## config.mk

```make
export PLATFORM = sky130hd
export DESIGN_NAME = sorted_unique_universe_table_core
export DESIGN_NICKNAME = d
export VERILOG_FILES = /design/src/sv/sutt_pkg.sv /design/src/sv/sutt_ctrl.sv /design/src/sv/sutt_dp.sv /design/src/sv/sorted_unique_universe_table_core.sv
export SDC_FILE = /design/constraint.sdc
export NUM_CORES = 2
export LEC_CHECK = 0
export BUFFER_PORTS_ARGS = -buffer_cell sky130_fd_sc_hd__buf_2
export CORE_MARGIN = 3
export CORE_UTILIZATION = 65
export DETAILED_ROUTE_END_ITERATION = 7
export PLACE_DENSITY = 0.82
export SLEW_MARGIN = 25
export SYNTH_ARGS = -nofsm -noshare
export SYNTH_HDL_FRONTEND = slang
export SYNTH_HIERARCHICAL = 1
export SYNTH_SLANG_ARGS = --single-unit
```

## constraint.sdc

```tcl
create_clock -name clk -period 3.8 [get_ports clk]
set_clock_uncertainty 0.1 [all_clocks]
set_input_delay 0.57 -clock clk [delete_from_list [all_inputs] [get_ports clk]]
set_output_delay 0.57 -clock clk [all_outputs]
set_load 0.01 [all_outputs]
```

## src/sv/sutt_pkg.sv

```systemverilog
// Shared constants, status codes and control types of the universe table.
package sutt_pkg;

  localparam int TABLE_DEPTH = 32;
  localparam int IDX_W       = 5;
  localparam int CNT_W       = 6;
  localparam int UNI_W       = 15;
  localparam int STAT_W      = 3;

  typedef enum logic [STAT_W-1:0] {
    ST_INSERTED  = 3'd0,
    ST_PRESENT   = 3'd1,
    ST_FULL      = 3'd2,
    ST_READ_OK   = 3'd3,
    ST_BAD_INDEX = 3'd4
  } status_t;

  typedef enum logic {
    ACT_ADD  = 1'b0,
    ACT_READ = 1'b1
  } action_t;

  typedef enum logic {
    S_IDLE   = 1'b0,
    S_UPDATE = 1'b1
  } state_t;

  typedef struct packed {
    logic capture;
    logic update;
  } ctl_cmd_t;

  typedef struct packed {
    logic full;
  } dp_stat_t;

endpackage

```

## src/sv/sutt_ctrl.sv

```systemverilog
// Controller state machine: sequences capture and update of one beat.
module sutt_ctrl (
  input  logic              clk,
  input  logic              rst_n,
  input  logic              start,
  input  sutt_pkg::dp_stat_t dp_stat,
  output sutt_pkg::ctl_cmd_t cmd,
  output logic              busy,
  output logic              out_valid,
  output logic              full_seen
);

  sutt_pkg::state_t state_r, state_nxt;
  logic             valid_r, valid_nxt;

  always_ff @(posedge clk) begin
    if (!rst_n) begin
      state_r <= sutt_pkg::S_IDLE;
      valid_r <= 1'b0;
    end else begin
      state_r <= state_nxt;
      valid_r <= valid_nxt;
    end
  end

  always_comb begin
    state_nxt   = state_r;
    valid_nxt   = 1'b0;
    cmd.capture = 1'b0;
    cmd.update  = 1'b0;
    busy        = 1'b0;
    unique case (state_r)
      sutt_pkg::S_IDLE: begin
        if (start) begin
          cmd.capture = 1'b1;
          state_nxt   = sutt_pkg::S_UPDATE;
        end
      end
      sutt_pkg::S_UPDATE: begin
        busy       = 1'b1;
        cmd.update = 1'b1;
        valid_nxt  = 1'b1;
        state_nxt  = sutt_pkg::S_IDLE;
      end
      default: begin
        state_nxt = sutt_pkg::S_IDLE;
      end
    endcase
  end

  assign out_valid = valid_r;
  assign full_seen = dp_stat.full;

endmodule

```

## src/sv/sutt_dp.sv

```systemverilog
// Datapath: sorted table, parallel compare, shift insert and result registers.
module sutt_dp (
  input  logic                          clk,
  input  logic                          rst_n,
  input  sutt_pkg::ctl_cmd_t            cmd,
  input  logic                          in_action,
  input  logic [sutt_pkg::UNI_W-1:0]    in_universe,
  input  logic [sutt_pkg::IDX_W-1:0]    in_entry_index,
  output sutt_pkg::dp_stat_t            dp_stat,
  output logic [sutt_pkg::STAT_W-1:0]   out_status,
  output logic [sutt_pkg::IDX_W-1:0]    out_position,
  output logic [sutt_pkg::UNI_W-1:0]    out_entry_value,
  output logic [sutt_pkg::CNT_W-1:0]    out_entry_count
);

  localparam int D = sutt_pkg::TABLE_DEPTH;

  logic [sutt_pkg::UNI_W-1:0]  table_r [D];
  logic [sutt_pkg::CNT_W-1:0]  count_r, count_nxt;
  logic                        act_r;
  logic [sutt_pkg::UNI_W-1:0]  uni_r;
  logic [sutt_pkg::IDX_W-1:0]  idx_r;
  logic [D-1:0]                lt_r, eq_r;
  logic [D-1:0]                lt_nxt, eq_nxt;

  logic [sutt_pkg::IDX_W-1:0]  pos;
  logic                        full, present, do_insert, idx_ok;
  sutt_pkg::status_t           status_nxt;
  logic [sutt_pkg::IDX_W-1:0]  position_nxt;
  logic [sutt_pkg::UNI_W-1:0]  value_nxt;

  always_comb begin
    for (int i = 0; i < D; i++) begin
      lt_nxt[i] = (sutt_pkg::CNT_W'(i) < count_r) && (table_r[i] < in_universe);
      eq_nxt[i] = (sutt_pkg::CNT_W'(i) < count_r) && (table_r[i] == in_universe);
    end
  end

  always_comb begin
    pos = '0;
    for (int i = D - 1; i >= 0; i--) begin
      if (!lt_r[i]) begin
        pos = sutt_pkg::IDX_W'(i);
      end
    end
  end

  assign full    = (count_r == sutt_pkg::CNT_W'(D));
  assign present = |eq_r;
  assign idx_ok  = ({1'b0, idx_r} < count_r);
  assign do_insert = cmd.update && (act_r == sutt_pkg::ACT_ADD) && !full && !present;
  assign dp_stat.full = full;

  always_comb begin
    count_nxt    = count_r;
    position_nxt = '0;
    value_nxt    = '0;
    if (act_r == sutt_pkg::ACT_READ) begin
      if (idx_ok) begin
        status_nxt = sutt_pkg::ST_READ_OK;
        value_nxt  = table_r[idx_r];
      end else begin
        status_nxt = sutt_pkg::ST_BAD_INDEX;
      end
    end else if (full) begin
      status_nxt = sutt_pkg::ST_FULL;
    end else if (present) begin
      status_nxt   = sutt_pkg::ST_PRESENT;
      position_nxt = pos;
    end else begin
      status_nxt   = sutt_pkg::ST_INSERTED;
      position_nxt = pos;
      count_nxt    = count_r + 1'b1;
    end
  end

  always_ff @(posedge clk) begin
    if (!rst_n) begin
      count_r <= '0;
    end else if (cmd.update) begin
      count_r <= count_nxt;
    end
  end

  always_ff @(posedge clk) begin
    if (cmd.capture) begin
      act_r <= in_action;
      uni_r <= in_universe;
      idx_r <= in_entry_index;
      lt_r  <= lt_nxt;
      eq_r  <= eq_nxt;
    end
  end

  always_ff @(posedge clk) begin
    if (do_insert) begin
      for (int i = 0; i < D; i++) begin
        if (sutt_pkg::IDX_W'(i) == pos) begin
          table_r[i] <= uni_r;
        end else if ((i > 0) && (sutt_pkg::IDX_W'(i) > pos)) begin
          table_r[i] <= table_r[(i > 0) ? i - 1 : 0];
        end
      end
    end
  end

  always_ff @(posedge clk) begin
    if (cmd.update) begin
      out_status      <= status_nxt;
      out_position    <= position_nxt;
      out_entry_value <= value_nxt;
      out_entry_count <= count_nxt;
    end
  end

endmodule

```

## src/sv/sorted_unique_universe_table_core.sv

```systemverilog
// Top level of the sorted unique universe table.
// A beat accepted in idle is compared into the capture registers; in the update state
// the table is shift inserted and the result and its strobe registered. No new beat is taken while busy.
// Reset (synchronous, rst_n low) empties the table and drops any pending result.
// The receiver cannot stall: each result shows for exactly one cycle.
module sorted_unique_universe_table_core (
  input  logic                          clk,
  input  logic                          rst_n,
  input  logic                          start,
  output logic                          busy,
  input  logic                          in_action,
  input  logic [sutt_pkg::UNI_W-1:0]    in_universe,
  input  logic [sutt_pkg::IDX_W-1:0]    in_entry_index,
  output logic                          out_valid,
  output logic [sutt_pkg::STAT_W-1:0]   out_status,
  output logic [sutt_pkg::IDX_W-1:0]    out_position,
  output logic [sutt_pkg::UNI_W-1:0]    out_entry_value,
  output logic [sutt_pkg::CNT_W-1:0]    out_entry_count
);

  sutt_pkg::ctl_cmd_t cmd;
  sutt_pkg::dp_stat_t dp_stat;
  logic               full_seen;

  sutt_ctrl u_ctrl (
    .clk       (clk),
    .rst_n     (rst_n),
    .start     (start),
    .dp_stat   (dp_stat),
    .cmd       (cmd),
    .busy      (busy),
    .out_valid (out_valid),
    .full_seen (full_seen)
  );

  sutt_dp u_dp (
    .clk             (clk),
    .rst_n           (rst_n),
    .cmd             (cmd),
    .in_action       (in_action),
    .in_universe     (in_universe),
    .in_entry_index  (in_entry_index),
    .dp_stat         (dp_stat),
    .out_status      (out_status),
    .out_position    (out_position),
    .out_entry_value (out_entry_value),
    .out_entry_count (out_entry_count)
  );

`ifndef ASSERT_OFF
  a_accept_busy: assert property (@(posedge clk) disable iff (!rst_n)
    (start && !busy) |=> busy)
    else $error("busy not raised after accepted beat");

  a_strobe_idle: assert property (@(posedge clk) disable iff (!rst_n)
    out_valid |-> !busy)
    else $error("result strobe while busy");

  a_count_range: assert property (@(posedge clk) disable iff (!rst_n)
    out_valid |-> (out_entry_count <= sutt_pkg::CNT_W'(sutt_pkg::TABLE_DEPTH)))
    else $error("entry count beyond table depth");

  a_insert_count: assert property (@(posedge clk) disable iff (!rst_n)
    (out_valid && out_status == sutt_pkg::ST_INSERTED) |->
      (out_entry_count != '0 && !(full_seen && out_entry_count == '0)))
    else $error("insert reported with empty table");
`endif

endmodule

```

==> After elaboration in Yosys (flattened, before gate mapping) <==
Memories as Yosys holds them, arrays and structs flattened. A register that Yosys moved wholly into a read port is not among the register bits.
Cells that the tools add are included.
W data, S select, Z words.
{ "op_classes": {"bitwise": 33, "n_reduce_logical": 74, "n_mux": 294, "n_eq_ne": 64, "n_addsub": 1, "n_lt_le_gt_ge": 96} }
{ "op_table": {"columns": ["cell", "n"], "rows": [
  ["$eq A15 B15 Y1", 32],
  ["$lt A15 B15 Y1", 32],
  ["$mux W15", 31],
  ["$mux W1", 224],
  ["$mux W5", 32],
  ["$lt A5 B6 Y1 const A", 16],
  ["$eq A5 B5 Y1 const A", 16],
  ["$gt A5 B5 Y1 const A", 16],
  ["$logic_and A1 B1 Y1", 67],
  ["$lt A4 B6 Y1 const A", 8],
  ["$eq A4 B5 Y1 const A", 8],
  ["$gt A4 B5 Y1 const A", 8],
  ["$reduce_or A32 Y1", 1],
  ["$or A1 B1 Y1", 31],
  ["$lt A3 B6 Y1 const A", 4],
  ["$eq A3 B5 Y1 const A", 4],
  ["$gt A3 B5 Y1 const A", 4],
  ["$mux W6", 3],
  ["$lt A1 B6 Y1 const A", 2],
  ["$lt A2 B6 Y1 const A", 2],
  ["$eq A2 B5 Y1 const A", 2],
  ["$gt A2 B5 Y1 const A", 2],
  ["$mux W3", 3],
  ["$add A6 B1 Y6 const B", 1],
  ["10 further kinds", 13]
]} }
{ "totals": {"elab_cells": 574, "ram_bits": 480, "output_inout_bits": 31, "inputBits": 24, "register_bits": 107, "memories": 1} }
{ "memory_table": {"columns": ["name", "words", "width", "read_ports", "rd_ports_with_merged_regs", "wr", "line", "rtl"], "rows": [
  ["u_dp.table_r", 32, 15, 33, 1, 32, "sutt_dp.sv:18", "logic [sutt_pkg::UNI_W-1:0] table_r [D];"]
]} }

==> Depth between registers and ports, before layout <==
{ "logic_depth": {"word_depth": 38, "depth_mapped": 13, "ltp_nobuf": 11} }

==> Hierarchy <==
Netlist, hierarchy kept.
{ "by_module_without_submodules": {"columns": ["mod", "cells_each", "seq_area_each_um2", "instances", "area_each_um2"], "rows": [
  ["sutt_dp", 3046, 17957.2, 1, 39676.8],
  ["sutt_ctrl", 8, 40.0, 1, 88.8]
]} }

==> Worst setup path before layout <==
OpenSTA, ideal clock, no wires.
{ "synth_timing": {"kind": "register to register", "startpoint": "reg u_dp/count_r[1] (netlist bit)", "endpoint": "mem u_dp/table_r[22][10] (netlist bit), data pin", "t_required_ps": 3440, "path_slack_ps": 496, "path_stages_with_launch": 12, "path_buffers": 2, "synth_period_minus_slack_ps": 3304, "setup_ps": 260, "arrival_time_ps": 2944, "path_cell_list": "dfxtp_1 inv_1 ha_1 or3b_2 o31ai_1 nor4_4 buf_2 nand2_2 clkinv_1 o21ai_2 buf_4 mux2_2"} }
{ "synth_rtl": {"columns": ["element", "line", "rtl"], "rows": [
  ["start: declaration", "sutt_dp.sv:19", "logic [sutt_pkg::CNT_W-1:0] count_r, count_nxt;"],
  ["start signal: assignment", "sutt_dp.sv:81", "count_r <= count_nxt;"],
  ["end: declaration", "sutt_dp.sv:18", null]
]} }

==> Worst setup path after layout <==
{ "layout_timing": {"startpoint": "in in_universe[1] (netlist bit)", "endpoint": "reg u_dp.lt_r[31], data pin"} }
{ "layout_between": {"elab_chain_len": 2} }
{ "layout_lines": {"columns": ["element", "line", "rtl"], "rows": [
  ["start: declaration", "sorted_unique_universe_table_core.sv:12", "input logic [sutt_pkg::UNI_W-1:0] in_universe,"],
  ["$lt A15 B15 Y1", "sutt_dp.sv:34", "lt_nxt[i] = (sutt_pkg::CNT_W'(i) < count_r) && (table_r[i] < in_universe);"],
  ["$logic_and A1 B1 Y1", "sutt_dp.sv:34", null],
  ["net u_dp.lt_nxt[31]", "sutt_dp.sv:24", "logic [D-1:0] lt_nxt, eq_nxt;"],
  ["end signal: assignment", "sutt_dp.sv:90", "lt_r <= lt_nxt;"],
  ["end: declaration", "sutt_dp.sv:23", "logic [D-1:0] lt_r, eq_r;"]
]} }
The timed path passes the listed nets, and every way through them passes these cells.
A chain may end at the register's enable or synchronous reset.

==> metrics.md <==
| Metric | Value |
|---|---|
| Outcome | `finished, final reports clean` |
| PwrDens | `354 nW/um^2` |
| Vias in the first global route | `29210` |
| Fin util | `72.9%` |
| Crit share post-route | `96.8%` |
| Actual slew at the worst max-slew pin | `1170 ps` |
| P_leak | `0.0168 uW` |
| Die width | `253 um` |
| Post-CTS Repair Setup Buffers | `0` |
| Worst path max stage delay | `980 ps` |
| Comb pwr share | `11.4%` |
| RSZ-0062 raised after global routing | `false` |
| CTS tree | `built` |
| YS warnings | `6` |
| Relative slew slack | `22.1%` |
| Initial DRT Pass Iterations | `6` |
| R2r worst-path depth | `10` |
| Total clock sinks | `602` |
| Post-Route WL | `136 mm` |
| Gpl congestion | `0.996` |
| Max Clk Rate | `272 MHz` |
| H-tree levels | `3` |
| Drt drc | `0` |
| Antenna violations before repair | `14` |
| Slew Viols, Final | `0` |
| # setup viols final | `0` |
| Area Overhead vs Synth | `10.9%` |
| Gr ovfl total | `0` |
| Crit path launch type | `input port` |
| Via density | `7.52` |
| Initial Util | `65.7%` |
| Core Box Area | `60500 sq um` |
| Drt wl/cell | `33.9 um` |
| DR iter-0 viols | `4423` |
| Switching Fraction | `25.1%` |
| Crit-path max FO | `16` |
| Number of hold buffers added after cts | `0` |
| Vias | `30224` |
| Die Y | `253 um` |
| CP required | `3950 ps` |
| Final TNS setup | `0 ps` |
| Internal cell power | `11700 uW` |
| VDD IR-drop max | `0.366 mV` |
| CTS root buf | `clkbuf_16` |
| Final-stage net count | `3697` |
| Clock slew at reported path FFs | `60 ps` |
| First-pass GRT wire length | `197 mm` |
| Clock tree buffer depth | `3` |
| Hold/Removal Path Class | `input port to register` |
| Arr. time, crit path | `3830 ps` |
| Clock latency at the later pin of the worst-skew pair | `620 ps` |
| Site row count | `90` |
| Crit end category | `register` |
| Dpl ws | `-373 ps` |
| Area of the die | `64200 sq um` |
| Crit path time final | `3680 ps` |
| Levels on crit path | `11` |
| Cell count after synthesis | `3053` |
| Mean Syn Cell Area | `13.0 sq um` |
| CP bufs+invs | `3` |
| Share of cells above drive strength 1 | `27.4%` |
| Top Ports | `55` |
| Max Cap Viol | `0` |
| NetSw | `3920 uW` |
| Hold Path Depth | `1` |
| CTS Buf Count | `69` |
| Hold Vio Cnt, Final | `0` |
| Number of antenna-violating nets in the routed design | `0` |
| Largest net degree at the start of global routing | `50` |
| Netlist Area Pre-Place | `39800 sq um` |
| Final setup margin | `122 ps` |
| Syn nets | `3563` |
| Post-detail-place hpwl | `96.2 mm` |
| CP max stage cell | `a2111oi_1` |
| Crit-path leading delay family | `compound AO/OA/AOI/OAI gates` |
| WS Path Type | `input port to register` |
| IO Port Bufs | `54` |
| Flop pwr share | `47.6%` |
| Clk pwr share | `41.0%` |
| GRT Overall Usage | `42.5%` |
| Critical-path cell list | `buf_2 > clkinv_1 > buf_4 > ha_1 > nor2b_1 > o21ai_0 > nand2b_1 > a21oi_1 > o21a_1 > o211ai_1 > a2111oi_1` |
[per-stage QoR]
stage	hold WS, ps	std cells	cell area (sq um)	total power [uW]
3_5_place_dp	482	3898	42000	9250
3_3_place_gp	489	3897	41900	9170
6_report	24.4	4019	44100	15600
4_1_cts	4.05	4011	44000	15600
5_1_grt	25.3	4011	44100	16000
2_1_floorplan	384	3053	39800	8570
[registers in the layout, indices dropped and copies added, names as in the netlist]
signal / cells
u_dp/act_r: 1
u_dp/lt_r: 32
u_dp/uni_r: 15
u_dp/count_r: 6
u_dp/eq_r: 32
u_dp/out_entry_count: 6
u_ctrl/out_valid: 1
u_dp/out_entry_value: 15
u_dp/table_r: 480
u_dp/out_status: 3
u_ctrl/state_r: 1
u_dp/out_position: 5
u_dp/idx_r: 5
[metal layers]
layer | track usage [%] | up-vias | share of wire [%]
met5 | 0 | - | 0.045
met4 | 20.0 | 10 | 5.2
met3 | 13.4 | 457 | 16
met2 | 61.2 | 2571 | 42
met1 | 59.2 | 14862 | 37
li1 | - | 12324 | -
[power groups by stage]
stage,combinational [uW],sequential [uW],clock [uW]
4_1_cts,1710,7420,6430
6_report,1770,7430,6400
3_5_place_dp,1690,7560,0
2_1_floorplan,1040,7540,0
3_3_place_gp,1610,7560,0
5_1_grt,1860,7420,6680
[final cells by class]
cell class                      count  area, sq um
Multi-Input combinational cell   2232        20900
Antenna cell                        8         20.0
Fill cell                        3955        16400
Tap cell                          782          978
Sequential cell                   602        18000
Clock buffer                       81         1810
Clock inverter                     32          258
Inverter                           86          323
Timing Repair Buffer              196         1770
[cell usage in the layout, fill, tap and decap left out, types with 34 or more instances in the layout]
cell type / count
o21ai_0: 99
a21o_1: 43
clkbuf_16: 71
a211oi_1: 35
buf_12: 34
inv_1: 72
buf_2: 54
mux2_2: 390
mux4_2: 150
ha_1: 486
nand3_1: 41
nor2_1: 74
nand2b_1: 47
a21oi_1: 135
buf_4: 107
edfxtp_1: 594
nand4_1: 84
nor2b_1: 66
nand2_1: 285
[repair_timing]
action | CTS | global route
resized for setup | 1 | 5
endpoints found under the hold margin | 0 | 0
setup endpoints to repair | 30 | 60
gates cloned | 0 | 0
[worst paths after layout]
path	start	endpoint	slack, ps
max	in_universe[1]	u_dp/lt_r[31]	120
min	in_entry_index[0]	u_dp/idx_r[0]	20
max reg2reg	u_dp/lt_r[20]	u_dp/table_r[24][2]	280
min reg2reg	u_dp/table_r[10][11]	u_dp/table_r[11][11]	510
No activity file was read; power rests on OpenSTA's default activity.
